--- src/hw/rtl/pfla_pkg.sv ---
// ----------------------------------------------------------------------------
// pfla_pkg
// Shared types and constants for the page free list allocator: command and
// status codes, configuration register indexes and the item structs.
// ----------------------------------------------------------------------------
package pfla_pkg;

  // byte address width of managed physical memory
  localparam int AW = 39;
  // width of the free count field of a result
  localparam int FCW = 16;

  // command codes, code 3 is unused and returns an OK result with no change
  typedef enum logic [1:0] {
    CMD_INIT  = 2'd0,
    CMD_ALLOC = 2'd1,
    CMD_FREE  = 2'd2
  } cmd_t;

  // result status codes
  typedef enum logic [1:0] {
    STAT_OK       = 2'd0,
    STAT_EMPTY    = 2'd1,
    STAT_BAD_FREE = 2'd2,
    STAT_OVERFLOW = 2'd3
  } status_t;

  // configuration register indexes
  typedef logic [0:0] cfg_idx_t;
  localparam cfg_idx_t CFG_KERNEL_END = 1'b0;
  localparam cfg_idx_t CFG_MEMORY_TOP = 1'b1;

  // input item
  typedef struct packed {
    logic [1:0]    command;
    logic [AW-1:0] page_address;
  } in_item_t;

  // result item
  typedef struct packed {
    logic [AW-1:0]  allocated_address;
    logic [1:0]     status;
    logic [FCW-1:0] free_count;
  } out_item_t;

endpackage

--- src/hw/rtl/pfla_ctrl.sv ---
// ----------------------------------------------------------------------------
// pfla_ctrl
// Command sequencer of the allocator: holds the list head and free count,
// drives the link memory, walks the page range on init and owns the
// result register with a one-entry hold for a stalled result.
// ----------------------------------------------------------------------------
module pfla_ctrl import pfla_pkg::*; #(
  parameter int MAX_PAGES  = 32768,
  parameter int PAGE_SHIFT = 12,
  localparam int SW = $clog2(MAX_PAGES),
  localparam int CW = $clog2(MAX_PAGES + 1)
) (
  input  logic          clk,
  input  logic          rst,
  // input channel
  input  logic          in_valid,
  output logic          in_stall,
  input  in_item_t      in_data,
  // result channel
  output logic          out_valid,
  input  logic          out_stall,
  output out_item_t     out_data,
  // configuration values
  input  logic [AW:0]   base_addr,
  input  logic [AW-1:0] top_addr,
  // link memory
  output logic          mem_we,
  output logic [SW-1:0] mem_waddr,
  output logic [SW-1:0] mem_wdata,
  output logic          mem_re,
  output logic [SW-1:0] mem_raddr,
  input  logic [SW-1:0] mem_rdata
);

  localparam int PW = AW - PAGE_SHIFT;

  typedef enum logic [1:0] {
    ST_IDLE,
    ST_EXEC,
    ST_WALK,
    ST_HOLD
  } state_t;

  state_t          state;
  in_item_t        item;
  logic [SW-1:0]   head;
  logic [CW-1:0]   count;
  logic [SW-1:0]   walk_idx;
  logic [SW-1:0]   walk_last;
  logic            walk_ovf;
  out_item_t       pend;

  logic            accept;
  logic            out_free;
  logic            out_load;
  logic [AW:0]     free_diff;
  logic            free_ok;
  logic [SW-1:0]   free_slot;
  logic [AW:0]     init_span;
  logic [PW-1:0]   init_pages;
  logic            init_ovf;
  logic [PW-1:0]   init_n;
  logic [SW-1:0]   init_last;
  logic [AW:0]     alloc_sum;
  logic            fin_valid;
  out_item_t       fin_data;
  logic            walk_start;
  logic [SW-1:0]   head_next;
  logic [CW-1:0]   count_next;

  // one item at a time, reads and writes never share a cycle
  assign in_stall = (state != ST_IDLE);
  assign accept   = in_valid && !in_stall;
  assign out_free = !out_valid || !out_stall;

  // result register loads a finished or held result when it is free
  assign out_load = out_free && (fin_valid || (state == ST_HOLD));

  // the pop reads the link of the head as the item is taken
  assign mem_re    = accept;
  assign mem_raddr = head;

  // free address checks and slot
  assign free_diff = {1'b0, item.page_address} - base_addr;
  assign free_slot = free_diff[PAGE_SHIFT+SW-1:PAGE_SHIFT];
  assign free_ok   = (item.page_address[PAGE_SHIFT-1:0] == '0)
                  && ({1'b0, item.page_address} >= base_addr)
                  && (item.page_address < top_addr)
                  && (count < CW'(MAX_PAGES))
                  && (free_diff[AW-1:PAGE_SHIFT] < PW'(MAX_PAGES));

  // number of pages between base and top for init
  assign init_span  = {1'b0, top_addr} - base_addr;
  assign init_pages = ({1'b0, top_addr} >= base_addr) ? init_span[AW-1:PAGE_SHIFT] : '0;
  assign init_ovf   = init_pages > PW'(MAX_PAGES);
  assign init_n     = init_ovf ? PW'(MAX_PAGES) : init_pages;
  assign init_last  = SW'(init_n - PW'(1));

  // address of the popped page
  assign alloc_sum = base_addr + ((AW + 1)'(head) << PAGE_SHIFT);

  // command execution and result
  always_comb begin
    fin_valid  = 1'b0;
    walk_start = 1'b0;
    head_next  = head;
    count_next = count;
    mem_we     = 1'b0;
    mem_waddr  = free_slot;
    mem_wdata  = head;
    fin_data   = '0;
    fin_data.status = STAT_OK;
    unique case (state)
      ST_EXEC: begin
        unique case (item.command)
          CMD_INIT: begin
            if (init_n == '0) begin
              fin_valid  = 1'b1;
              head_next  = '0;
              count_next = '0;
            end else begin
              walk_start = 1'b1;
            end
          end
          CMD_ALLOC: begin
            fin_valid = 1'b1;
            if (count == '0) begin
              fin_data.status = STAT_EMPTY;
            end else begin
              fin_data.allocated_address = alloc_sum[AW-1:0];
              head_next  = mem_rdata;
              count_next = count - CW'(1);
            end
          end
          CMD_FREE: begin
            fin_valid = 1'b1;
            if (free_ok) begin
              mem_we     = 1'b1;
              head_next  = free_slot;
              count_next = count + CW'(1);
            end else begin
              fin_data.status = STAT_BAD_FREE;
            end
          end
          default: begin
            fin_valid = 1'b1;
          end
        endcase
      end
      ST_WALK: begin
        // push slots in ascending order, each links to the one below
        mem_we    = 1'b1;
        mem_waddr = walk_idx;
        mem_wdata = (walk_idx == '0) ? '0 : walk_idx - SW'(1);
        if (walk_idx == walk_last) begin
          fin_valid  = 1'b1;
          head_next  = walk_last;
          count_next = CW'(walk_last) + CW'(1);
          if (walk_ovf) begin
            fin_data.status = STAT_OVERFLOW;
          end
        end
      end
      default: ;
    endcase
    fin_data.free_count = FCW'(count_next);
  end

  // state, list registers and result register
  always_ff @(posedge clk) begin
    if (rst) begin
      state     <= ST_IDLE;
      head      <= '0;
      count     <= '0;
      out_valid <= 1'b0;
    end else begin
      head  <= head_next;
      count <= count_next;
      if (out_load) begin
        out_valid <= 1'b1;
      end else if (out_valid && !out_stall) begin
        out_valid <= 1'b0;
      end
      unique case (state)
        ST_IDLE: begin
          if (accept) begin
            item  <= in_data;
            state <= ST_EXEC;
          end
        end
        ST_EXEC, ST_WALK: begin
          if (state == ST_WALK) begin
            walk_idx <= walk_idx + SW'(1);
          end
          if (walk_start) begin
            walk_idx  <= '0;
            walk_last <= init_last;
            walk_ovf  <= init_ovf;
            state     <= ST_WALK;
          end else if (fin_valid) begin
            if (out_free) begin
              out_data  <= fin_data;
              state     <= ST_IDLE;
            end else begin
              pend  <= fin_data;
              state <= ST_HOLD;
            end
          end
        end
        ST_HOLD: begin
          if (out_free) begin
            out_data  <= pend;
            state     <= ST_IDLE;
          end
        end
        default: ;
      endcase
    end
  end

endmodule

--- config.mk ---
export PLATFORM = sky130hd
export DESIGN_NAME = pfla_ctrl
export DESIGN_NICKNAME = d
export VERILOG_FILES = /design/src/hw/rtl/pfla_pkg.sv /design/src/hw/rtl/pfla_ctrl.sv
export SDC_FILE = /design/constraint.sdc
export NUM_CORES = 1
export LEC_CHECK = 0
export BUFFER_PORTS_ARGS = -buffer_cell sky130_fd_sc_hd__clkbuf_2
export CORE_MARGIN = 2
export CORE_UTILIZATION = 45
export CTS_BUF_LIST = sky130_fd_sc_hd__clkbuf_8
export CTS_CLUSTER_DIAMETER = 50
export CTS_CLUSTER_SIZE = 24
export DETAILED_ROUTE_END_ITERATION = 10
export GPL_TIMING_DRIVEN = 0
export HOLD_SLACK_MARGIN = 0.03
export MAX_ROUTING_LAYER = met4
export PLACE_DENSITY = 0.63
export SLEW_MARGIN = 20
export SYNTH_ARGS = -nofsm -noshare
export SYNTH_HDL_FRONTEND = slang
export SYNTH_SLANG_ARGS = --single-unit
--- constraint.sdc ---
create_clock -name clk -period 11.6 [get_ports clk]
set_clock_uncertainty 0.2 [all_clocks]
set_input_delay 1.16 -clock clk [delete_from_list [all_inputs] [get_ports clk]]
set_output_delay 1.16 -clock clk [all_outputs]
set_load 0.05 [all_outputs]
# Yosys cells after proc, flatten, opt, wreduce, memory -nomap -nowiden
# Cells that the tools add are included.
# word_totals
out_inout_bits	106
ff_bits	220
input_bits	139
# op_classes
magnitude_cmp	6
n_mux	50
eq_ne	17
add_sub_neg	9
n_reduce_logical	31
n_bitwise	3
# op_table
cell	count
two-way mux 57 bit	4
two-way mux 15 bit	8
two-way mux 39 bit	3
one-hot mux 57 bit (2 select lines)	1
greater-or-equal comparator 39 x 40 -> 1 bit	2
subtractor 39 bit	2
two-way mux 16 bit	4
two-way mux 27 bit	2
one-hot mux 16 bit (3 select lines)	1
one-hot mux 15 bit (3 select lines)	1
adder 39 x 27 -> 39 bit	1
< comparator 39 bit	1
one-hot mux 16 bit (2 select lines)	1
one-hot mux 15 bit (2 select lines)	1
subtractor 15 x 1 -> 15 bit, second input constant	2
> comparator 27 x 16 -> 1 bit, second input constant	1
logical NOT 27 bit	1
< comparator 27 x 16 -> 1 bit, second input constant	1
adder 15 x 1 -> 16 bit, second input constant	1
adder 16 x 1 -> 16 bit, second input constant	1
logical NOT 16 bit	1
< comparator 16 bit, second input constant	1
two-way mux 2 bit	8
subtractor 16 x 1 -> 16 bit, second input constant	1
23 further kinds	66

# Longest topological paths before layout
# Gate-level depths: netlist (run 1).
# depth
depth_word	12
ltp_mapped	24
depth_no_buf	20

# Worst setup path before layout (run 1)
# OpenSTA, ideal clock, no wires.
# synth_timing
path_kind	input to register
from	in base_addr[29]
to	reg pend[0] (netlist name) (enable)
required_ns	10.928
stages	20
setup_slack_ns	3.416
t_arrival_ns	7.512
setup_ns	0.472
cell_sequence	inv_1 > ha_1 > clkbuf_1 > nand4_1 > or3_1 > a2111oi_1 > o21ai_0 > a21oi_1 > mux2i_1 > nor3_4 > and3_1 > buf_2 > nand2_1 > ha_1 > inv_1 > or4_4 > nor2_2 > a21oi_1 > or3_1 > nor2_1
# synth_between
elab_chain_cells	10
word_cells_on_any_way	14
cone_classes	1 x add/sub; 2 x order compare; 8 x mux; 1 x bitwise; 2 x reduce/logical
# synth_lines
item	line	text
from (decl)	pfla_ctrl.sv:24	input logic [AW:0] base_addr,
subtractor 39 bit or greater-or-equal comparator 39 x 40 -> 1 bit (tied branches)	pfla_ctrl.sv:93, pfla_ctrl.sv:94	
two-way mux 27 bit (*)	pfla_ctrl.sv:94	assign init_pages = ({1'b0, top_addr} >= base_addr) ? init_span[AW-1:PAGE_SHIFT] : '0;
> comparator 27 x 16 -> 1 bit	pfla_ctrl.sv:95	assign init_ovf = init_pages > PW'(MAX_PAGES);
two-way mux 27 bit (*)	pfla_ctrl.sv:96	assign init_n = init_ovf ? PW'(MAX_PAGES) : init_pages;
logical NOT 27 bit (*)	pfla_ctrl.sv:117	if (init_n == '0) begin
two-way mux 1 bit	pfla_ctrl.sv:117	
two-way mux 1 bit	pfla_ctrl.sv:115	unique case (item.command)
two-way mux 1 bit	pfla_ctrl.sv:113	unique case (state)
inverter 1 bit (no line)	-	
AND reduction 5 bit (no line) (*)	-	
to (signal assigned)	pfla_ctrl.sv:205	pend <= fin_data;
to (decl)	pfla_ctrl.sv:51	out_item_t pend;
# Every way passes the cells marked *; elsewhere a longest branch is shown, timed or not.
# A chain may end at the register's enable or synchronous reset.

# Worst setup path after layout (run 1)
# layout_timing
from	in base_addr[26]
to	reg out_data[20] (netlist name) (enable)
# layout_between
elab_chain_cells	10
word_cells_on_any_way	15
cone_classes	1 x add/sub; 2 x order compare; 2 x eq/ne; 8 x mux; 2 x reduce/logical
# layout_lines
item	line	text
subtractor 39 bit or greater-or-equal comparator 39 x 40 -> 1 bit (tied branches)	pfla_ctrl.sv:93, pfla_ctrl.sv:94	
two-way mux 27 bit (*)	pfla_ctrl.sv:94	
> comparator 27 x 16 -> 1 bit	pfla_ctrl.sv:95	
two-way mux 27 bit (*)	pfla_ctrl.sv:96	
logical NOT 27 bit (*)	pfla_ctrl.sv:117	
two-way mux 1 bit	pfla_ctrl.sv:117	
two-way mux 1 bit	pfla_ctrl.sv:115	
one-hot mux 1 bit (2 select lines) or two-way mux 1 bit (tied branches)	pfla_ctrl.sv:113	
!= test 2 bit (no line)	-	
AND reduction 6 bit (no line) (*)	-	
to (signal assigned)	pfla_ctrl.sv:202	out_data <= fin_data;
to (signal assigned)	pfla_ctrl.sv:212	out_data <= pend;
to (decl)	pfla_ctrl.sv:22	output out_item_t out_data,
# Marked as above.

==> out/results.tsv, run 1 <==
stage	metric	value	unit
sta	RSZ-0062 raised after global routing	no	
worst_setup_path	CP Buf/Inv Count	7	
sta	Worst-Margin Slew	0.962	ns
placement	# port buffers	244	
finish	final core utilization	0.527	
placement	placed instance area	20300	µm²
logic_synthesis	synth warn	0	
finish	share of layout cells above drive strength 1	0.162	
logic_synthesis	Synth top area share	0.305	
logic_synthesis	Synth Area in XOR/XNOR	0.0637	
finish	fin cells	2971	
logic_synthesis	Post-synth ARST share	0	
drt	DR iter-0 viols	1711	
logic_synthesis	synth top area cells	edfxtp_1 (31%), ha_1 (10%), nand2_1 (4.6%)	
worst_setup_path	Worst setup EP type	flop	
placement	post-DP HPWL	56300	µm
die	Core Box Area	39900	µm²
logic_synthesis	mean area per synthesized cell	8.55	µm²
sta	# setup viols final	0	
clocking	total setup buffers inserted after CTS	0	
finish	most frequent cells in the layout	clkbuf_2 (245), nand2_1 (223), nor2_1 (195), edfxtp_1 (186), a21oi_1 (149)	
drt	DRT antenna net count	0	
worst_setup_path	Startpoint Class	input pin	
sta	Tmin final	7.26	ns
logic_synthesis	largest family of logic cells by synthesized area	compound AO/OA/AOI/OAI gates	
sta	final slew viol count	0	
sta	setup TNS	0	ns
sta	max frequency	138	MHz
drt	via count	18000	
worst_setup_path	max incr delay on CP	0.63	ns
drt	Post-Route WL	68900	µm
sta	final hold violation count	0	
worst_setup_path	Worst EP required	11.79	ns
pwr	Peak VDD IR	0.000149	V
logic_synthesis	synthesized flop and latch total	220	
global_route	pin count of the biggest net entering global routing	57	
logic_synthesis	post-synthesis mux area share	0.0190	
worst_setup_path	Critical Path Stages	25	
logic_synthesis	sequential area share after synthesis	0.342	
sta	post-route clock period utilization	0.626	
run_status	status	completed	
clocking	CTS resizes	0	
placement	Cell Count Post-Placement	2916	
logic_synthesis	synthesized instance count	2141	
pwr	Pwr Density	128	nW/µm²
global_route	initial antenna violation count	1	
die	FP Rows	73	
logic_synthesis	top_reg_cell synth	edfxtp_1	
clocking	CTS Buffer Depth	3	
die	I/O pin cnt	245	
clocking	clock buffer count from CTS	29	
finish	Layout area overhead	15.0	%
worst_setup_path	Setup Crit Path Kind	input pin to flop	
logic_synthesis	Syn Nets	2428	
finish	fin nets	2709	
logic_synthesis	number of synthesized flops with an enable pin	186	
logic_synthesis	synth unique cells	99	
run	maxcap violations	0	
worst_setup_path	Worst path most repeated cell	buf_2	
sta	hold slack	0.329	ns
finish	post-route cell area	21000	µm²
worst_setup_path	worst r2r path cells	14	
clocking	htree depth	1	
logic_synthesis	simple-gate portion of the synthesized area	0.198	
worst_hold_path	WHS Path Cells	2	
drt	drt via density	6.06	
die	Chip Width	206	µm
drt	router iterations before antenna repair	5	
worst_setup_path	Critical-path top delay cell	a2111oi_0	
logic_synthesis	area fraction in compound gates after synthesis	0.220	
clocking	hold_buf cts	0	
global_route	first-pass GRT wire length	104000	µm
clocking	TritonCTS sink count	220	
worst_setup_path	Arrival @ worst endpoint	7.45	ns
clocking	clock transition at the registers of the reported paths	0.11	ns
global_route	vias in the first global route	17200	
logic_synthesis	Synth Area in Adders	0.102	
die	Die H	206	µm
finish	commonest non-fill, non-tap cell in the layout	clkbuf_2	
worst_setup_path	Top Family by Delay on Critical Path	compound AO/OA/AOI/OAI gates	
pwr	P_leak	8.34	nW
global_route	GR Util All Layers	0.334	
logic_synthesis	Synth Cell Area	18300	µm²
global_route	total grt overflow	0	
clocking	Clock Latency Late Sink	0.67	ns
clocking	CTS tree	yes	
worst_hold_path	worst min path class	flop to flop	
worst_setup_path	CP Max Fanout	56	
die	Die Area	42300	µm²
clocking	CTS root buffer	clkbuf_8	
placement	placer congestion estimate	1.02	
drt	DRC Markers	0	
logic_synthesis	Yosys top cell by area	edfxtp_1	
die	Initial Util	0.458	
sta	slew margin rel.	0.355	
drt	Routed WL per cell	23.2	µm
## area by class of cell
type | count | area (µm²)
Timing Repair Buffer | 250 | 1330
Buffer | 117 | 509
Inverter | 135 | 507
Clock inverter | 25 | 330
Clock buffer | 29 | 399
Multi-Input combinational cell | 1669 | 11000
Fill cell | 3839 | 18900
Sequential cell | 220 | 6270
Antenna cell | 1 | 2.50
Tap cell | 525 | 657
## metal layers
layer,GRT usage,routed length [µm],vias to the layer above
met5,-,0,-
met4,0.112,2610,0
met3,0.0355,4810,134
met2,0.513,30600,761
met1,0.459,30800,8659
li1,-,-,8447
## metrics by stage
| stage | power, mW | worst slack [ns] |
|---|---|---|
| 5_1_grt | 2.81 | 4.07 |
| 3_5_place_dp | 1.96 | 3.81 |
| 2_1_floorplan | 1.65 | 3.42 |
| 3_3_place_gp | 1.94 | 1.08 |
| 6_report | 2.68 | 4.34 |
| 4_1_cts | 2.68 | 4.50 |
## power by group
part | switching [mW] | internal, mW
combinational | 0.698 | 0.308
clock | 0.401 | 0.325
sequential | 0.0517 | 0.901
## final timing paths
path / startpoint / to / slack, ns
worst max-delay path: base_addr[26] / out_data[20] / 4.34
worst min-delay path: pend[48] / out_data[48] / 0.33
worst max register to register: item[17] / out_data[10] / 6.36
worst min register to register: pend[48] / out_data[48] / 0.33
## flip-flops by register name (all words and copies together), names as in the netlist
register   flops
count         16
item          41
mem_raddr     15
out_data      57
out_valid      1
pend          57
state          2
walk_idx      15
walk_last     15
walk_ovf       1
## cells in the mapped netlist, types with 28 or more instances
cell,count
edfxtp_1,186
xnor2_1,84
dfxtp_1,34
nor3_1,56
o31ai_1,44
o21ai_0,125
nor2_1,197
clkbuf_1,83
a21oi_1,150
xor2_1,49
nand4_1,36
nand3_1,78
ha_1,147
nand2_1,223
a211oi_1,35
and3_1,28
inv_1,132
## tightest hold or removal path: stages, from the launching register on
cell	delay (ns)
edfxtp_1	0.33
nand2_1	0.05
o31ai_1	0.07
## logic make-up (layout without fill, tap and decap cells)
| kind of cell | count (synthesis) | after routing |
|---|---|---|
| AO/OA/AOI/OAI | 602 | 602 |
| XOR/XNOR | 133 | 133 |
| adder cells (fa/ha/maj) | 148 | 148 |
| buffers and inverters | 252 | 556 |
| flip-flops | 220 | 220 |
| multiplexers | 32 | 32 |
| other | 0 | 1 |
| AND/OR/NAND/NOR | 754 | 754 |
Note: power is estimated with default switching activity, not from simulation.
==> inputs of run 2 (changes only) <==
Settings changed: PLACE_DENSITY 0.63 to 0.65.
Clock period 11.6 ns to 6.2 ns, I/O delays scaled along.
==> run 2 against run 1 <==
  * Clock power is 96% higher
  * Die area stayed put
  * Critical path depth is 3 lower
  * Sequential cell count stayed put
  * Non-clock buffer count is 51 higher
  * Critical path type unchanged
  * Largest cell class unchanged
==> out/results.tsv, run 2 (synthesis results as in run 1) <==
stage	metric	value	unit
finish	share of layout cells above drive strength 1	0.174	
finish	most frequent cells in the layout	clkbuf_2 (245), nand2_1 (223), nor2_1 (195), edfxtp_1 (186), a21oi_1 (146)	
die	Core Box Area	39900	µm²
pwr	Peak VDD IR	0.000168	V
worst_setup_path	Worst setup EP type	flop	
clocking	clock transition at the registers of the reported paths	0.09	ns
sta	Worst-Margin Slew	0.987	ns
die	Die Area	42300	µm²
drt	drt via density	6.04	
worst_setup_path	flop2flop setup slack	1.10	ns
sta	setup slack after layout	0.169	ns
worst_setup_path	CP cell instances	clkbuf_2, inv_1, ha_1, a21oi_1, o21ai_0, a211oi_2, o311ai_2, xor2_1, or4_4, or3_4, o31ai_2, and3_1, clkbuf_4, nand2_1, ha_1, inv_1, o21a_1, nand2_1, a21oi_2, buf_6, o21ai_4, and3_2	
finish	Layout area overhead	19.1	%
pwr	P_leak	8.66	nW
die	Die H	206	µm
clocking	CTS root buffer	clkbuf_8	
clocking	clock buffer count from CTS	34	
clocking	TritonCTS sink count	220	
sta	max frequency	166	MHz
placement	# port buffers	244	
finish	fin nets	2768	
drt	via count	18300	
run	maxcap violations	0	
sta	# setup viols final	0	
global_route	pin count of the biggest net entering global routing	30	
worst_hold_path	worst min path class	input pin to flop	
sta	final hold violation count	0	
placement	placer congestion estimate	1.01	
worst_setup_path	Critical-path top delay cell	or4_4	
drt	router iterations before antenna repair	6	
die	Chip Width	206	µm
finish	fin cells	3033	
placement	pre-CTS setup slack	-1.28	ns
worst_setup_path	CP Buf/Inv Count	5	
sta	slew margin rel.	0.342	
finish	fillers	3689	
sta	final slew viol count	0	
global_route	vias in the first global route	17500	
die	Initial Util	0.458	
drt	Post-Route WL	72300	µm
drt	Routed WL per cell	23.8	µm
worst_setup_path	Arrival @ worst endpoint	6.18	ns
clocking	htree depth	2	
drt	DR iter-0 viols	1499	
drt	DRC Markers	0	
global_route	GR Util All Layers	0.345	
sta	post-route clock period utilization	0.973	
worst_setup_path	Setup Crit Path Kind	input pin to flop	
worst_setup_path	Top Family by Delay on Critical Path	compound AO/OA/AOI/OAI gates	
placement	Cell Count Post-Placement	2913	
drt	DRT antenna net count	0	
clocking	CTS tree	yes	
finish	biggest regs	out_data: 57 flops, pend: 57 flops, item: 41 flops	
run_status	status	completed	
worst_setup_path	CP Max Fanout	14	
global_route	first-pass GRT wire length	106000	µm
die	I/O pin cnt	245	
sta	Tmin final	6.03	ns
global_route	total grt overflow	0	
worst_setup_path	Startpoint Class	input pin	
placement	post-DP HPWL	57600	µm
finish	commonest non-fill, non-tap cell in the layout	clkbuf_2	
die	FP Rows	73	
pwr	Pwr Density	236	nW/µm²
clocking	Clock Latency Late Sink	0.62	ns
global_route	initial antenna violation count	1	
clocking	CTS Buffer Depth	3	
finish	final core utilization	0.546	
worst_setup_path	max incr delay on CP	0.56	ns
worst_setup_path	Worst EP required	6.34	ns
==> run 2: changes by cell type in the layout (fill, tap and decap cells not counted), moves of 4 or more <==
| cell | previous run | this run |
|---|---|---|
| buf_4 | 2 | 15 |
| clkbuf_1 | 83 | 79 |
| clkbuf_8 | 29 | 37 |
| clkinv_1 | 3 | 7 |
| dlygate4sd3_1 | 0 | 41 |
| inv_6 | 8 | 3 |
| inv_8 | 4 | 8 |
==> run 2: worst paths after layout <==
kind | from | to | cells past startpoint
setup reg to reg | item[17] | out_data[3] | 14
hold reg to reg | pend[52] | out_data[52] | 2
hold / removal | base_addr[8] | pend[26] | 3
setup / recovery | base_addr[18] | out_data[21] | 22
==> run 2: power by group <==
part / internal [mW] / leakage [nW] / total [mW] / switching [mW]
Sequential: 1.69 / 2.02 / 1.79 / 0.0989
Combinational: 0.605 / 6.24 / 1.94 / 1.33
Clock: 0.688 / 0.396 / 1.42 / 0.728
Total: 2.98 / 8.66 / 5.14 / 2.16
==> run 2: timing repair <==
item                                   in CTS  in global routing
hold buffers                               41                  0
setup buffers                               2                 15
gates cloned                                1                  2
endpoints found under the hold margin      41                  0
gates resized for setup                    15                 20
pin swaps                                   3                  7
setup endpoints to repair                 171                176
==> run 2: area by class of cell <==
cell class | instances | area [µm²] | share of cell area
Clock inverter | 25 | 255 | 0.0117
Timing Repair Buffer | 305 | 1860 | 0.0855
Clock buffer | 37 | 509 | 0.0234
Buffer | 113 | 503 | 0.0231
Antenna cell | 1 | 2.50 | 0.000115
Tap cell | 525 | 657 | 0.0301
Inverter | 135 | 507 | 0.0233
Multi-Input combinational cell | 1672 | 11200 | 0.515
Sequential cell | 220 | 6270 | 0.288
==> run 2: routing by layer <==
metal	part of all wire	wire, µm	GRT usage	vias to the layer above
li1	-	-	-	8580
met1	0.43	31000	0.455	8782
met2	0.46	33100	0.542	811
met3	0.076	5490	0.0436	151
met4	0.038	2720	0.131	0
met5	0	0	-	-
==> run 2: per-stage QoR <==
step           TNS (ns)  area [µm²]  hold slack, ns  power [mW]
3_3_place_gp    -266.12       20200           0.309        3.65
5_1_grt          -0.944       21800           0.213        5.37
2_1_floorplan         0       18300           0.293        3.08
6_report              0       21800           0.215        5.14
4_1_cts               0       21500           0.178        5.12
3_5_place_dp    -205.64       20300           0.312        3.66
==> run 2: worst register-to-register path, stage by stage, from the launching register on <==
cell	delay [ns]
edfxtp_1	0.50
ha_1	0.42
a21oi_1	0.33
o21bai_1	0.22
nor3_1	0.22
nand3_1	0.18
and2_1	0.26
o311ai_0	0.39
o31ai_1	0.14
nand4bb_1	0.47
buf_2	0.37
nor4b_1	0.40
nand3_1	0.13
a32oi_1	0.49
o31ai_1	0.12
==> inputs of run 3 (changes only) <==
Settings changed: PLACE_DENSITY 0.65 to 0.63.
Clock period 6.2 ns to 6.99 ns, I/O delays scaled along.
==> run 3 against run 2 <==
  * First-iteration DRC count increased by 19%
  * Non-clock buffer count decreased by 12
  * Routed wire length decreased by 4.6%
  * Largest power group unchanged
  * Via count decreased by 0.64%
  * Combinational power decreased by 13%
  * Critical endpoint is now out_data[28]
  * Count of clock-buffer cells in the layout decreased by 10
  * Register-to-register slack improved by 0.72 ns
==> out/results.tsv, run 3 (synthesis results as in run 1) <==
stage	metric	value	unit
clocking	clock transition at the registers of the reported paths	0.11	ns
sta	slew margin rel.	0.394	
die	FP Rows	73	
pwr	Peak VDD IR	0.000151	V
placement	# port buffers	244	
worst_setup_path	Setup Crit Path Kind	input pin to flop	
die	Die H	206	µm
pwr	P_leak	8.45	nW
worst_setup_path	Worst setup EP type	flop	
worst_setup_path	Startpoint Class	input pin	
finish	final core utilization	0.535	
clocking	CTS root buffer	clkbuf_8	
sta	post-route clock period utilization	0.961	
sta	hold slack	0.0835	ns
finish	fin nets	2746	
finish	fin cells	3007	
drt	via count	18200	
drt	Post-Route WL	68900	µm
sta	Worst-Margin Slew	0.905	ns
sta	max frequency	149	MHz
finish	share of layout cells above drive strength 1	0.157	
die	Core Box Area	39900	µm²
run_status	status	completed	
worst_setup_path	Arrival @ worst endpoint	6.90	ns
drt	DRT antenna net count	0	
global_route	total grt overflow	0	
drt	router iterations before antenna repair	5	
finish	Layout area overhead	16.8	%
clocking	clock buffer count from CTS	27	
sta	RSZ-0062 raised after global routing	no	
worst_setup_path	Worst EP required	7.17	ns
finish	commonest non-fill, non-tap cell in the layout	clkbuf_2	
global_route	vias in the first global route	17400	
run	maxcap violations	0	
pwr	Reg power frac	0.362	
pwr	Total Power	4.37	mW
clocking	htree depth	1	
finish	most frequent cells in the layout	clkbuf_2 (245), nand2_1 (223), nor2_1 (195), edfxtp_1 (186), a21oi_1 (149)	
drt	Routed WL per cell	22.9	µm
die	Die Area	42300	µm²
sta	final slew viol count	0	
pwr	clock power share	0.252	
global_route	pin count of the biggest net entering global routing	56	
pwr	combinational power share	0.386	
pwr	Net Sw Frac	0.431	
clocking	TritonCTS sink count	220	
clocking	CTS tree	yes	
global_route	GR Util All Layers	0.334	
clocking	Clock Latency Late Sink	0.65	ns
worst_setup_path	CP Max Fanout	55	
sta	final hold violation count	0	
die	Chip Width	206	µm
die	I/O pin cnt	245	
sta	setup TNS	0	ns
placement	placer congestion estimate	1.03	
placement	post-DP HPWL	55900	µm
clocking	CTS Buffer Depth	3	
worst_hold_path	worst min path class	input pin to flop	
pwr	Internal	2.48	mW
global_route	first-pass GRT wire length	104000	µm
pwr	Pwr Density	204	nW/µm²
drt	drt via density	6.05	
die	Initial Util	0.458	
sta	Tmin final	6.72	ns
pwr	Net Switching	1.88	mW
global_route	initial antenna violation count	2	
placement	Cell Count Post-Placement	2915	
finish	biggest regs	out_data: 57 flops, pend: 57 flops, item: 41 flops	
clocking	total setup buffers inserted after CTS	0	
sta	# setup viols final	0	
drt	DRC Markers	0	
drt	DR iter-0 viols	1783	
run 3: final timing paths:
| path | startpoint | to | slack (ns) | cells after the start |
|---|---|---|---|---|
| max reg2reg | item[15] | out_data[10] | 1.82 | 15 |
| min reg2reg | pend[54] | out_data[54] | 0.33 | 2 |
| min | in_data[11] | item[11] | 0.08 | 1 |
| max | base_addr[20] | out_data[28] | 0.27 | 25 |
run 3: power groups by stage:
stage	combinational [mW]	clock [mW]	sequential (mW)
2_1_floorplan	1.03	0	1.71
3_3_place_gp	1.61	0	1.61
3_5_place_dp	1.64	0	1.61
4_1_cts	1.66	1.12	1.58
5_1_grt	1.82	1.17	1.58
6_report	1.69	1.10	1.58
run 3: timing repair:
| item | 4_1_cts | 5_1_grt |
|---|---|---|
| resized for setup | 0 | 2 |
| setup endpoints to repair | 0 | 70 |
| hold buffers | 40 | 0 |
| endpoints found under the hold margin | 40 | 0 |
run 3: per-stage QoR:
stage                     instance area (µm²)  setup slack [ns]
after floorplan                         18300             0.214
after global placement                  20200             -1.67
after detailed placement                20300            -0.292
after CTS                               21400             0.392
after global routing                    21400            0.0424
final                                   21400             0.274
run 3: final cells by class:
class / instances / area (µm²)
clock inverter: 23 / 279
inverter: 135 / 507
clock buffer: 27 / 372
antenna: 2 / 5.00
multi-input combinational: 1669 / 11100
fill: 3714 / 18500
sequential: 220 / 6270
timing repair buffer: 289 / 1720
buffer: 117 / 509
tap: 525 / 657
run 3: metal layers:
layer	GRT usage	vias up	wire length [µm]
li1	-	8507	-
met3	0.0374	145	4850
met5	-	-	0
met2	0.505	832	30500
met4	0.136	0	3020
met1	0.455	8723	30500
run 3: critical path, stage by stage:
cell       delay, ns
clkbuf_2        0.15
inv_1           0.13
ha_1            0.30
buf_2           0.16
a211oi_1        0.26
o21ai_0         0.17
a211oi_2        0.51
a211o_1         0.21
o221ai_1        0.10
a2111oi_0       0.59
o2111a_1        0.28
nand4_1         0.14
nor3_4          0.46
and3_1          0.28
buf_2           0.24
nand2_1         0.13
ha_1            0.24
inv_1           0.14
o21a_1          0.22
nand2_1         0.09
a21oi_1         0.31
buf_2           0.40
o21ai_0         0.21
and3_4          0.22
buf_16          0.18
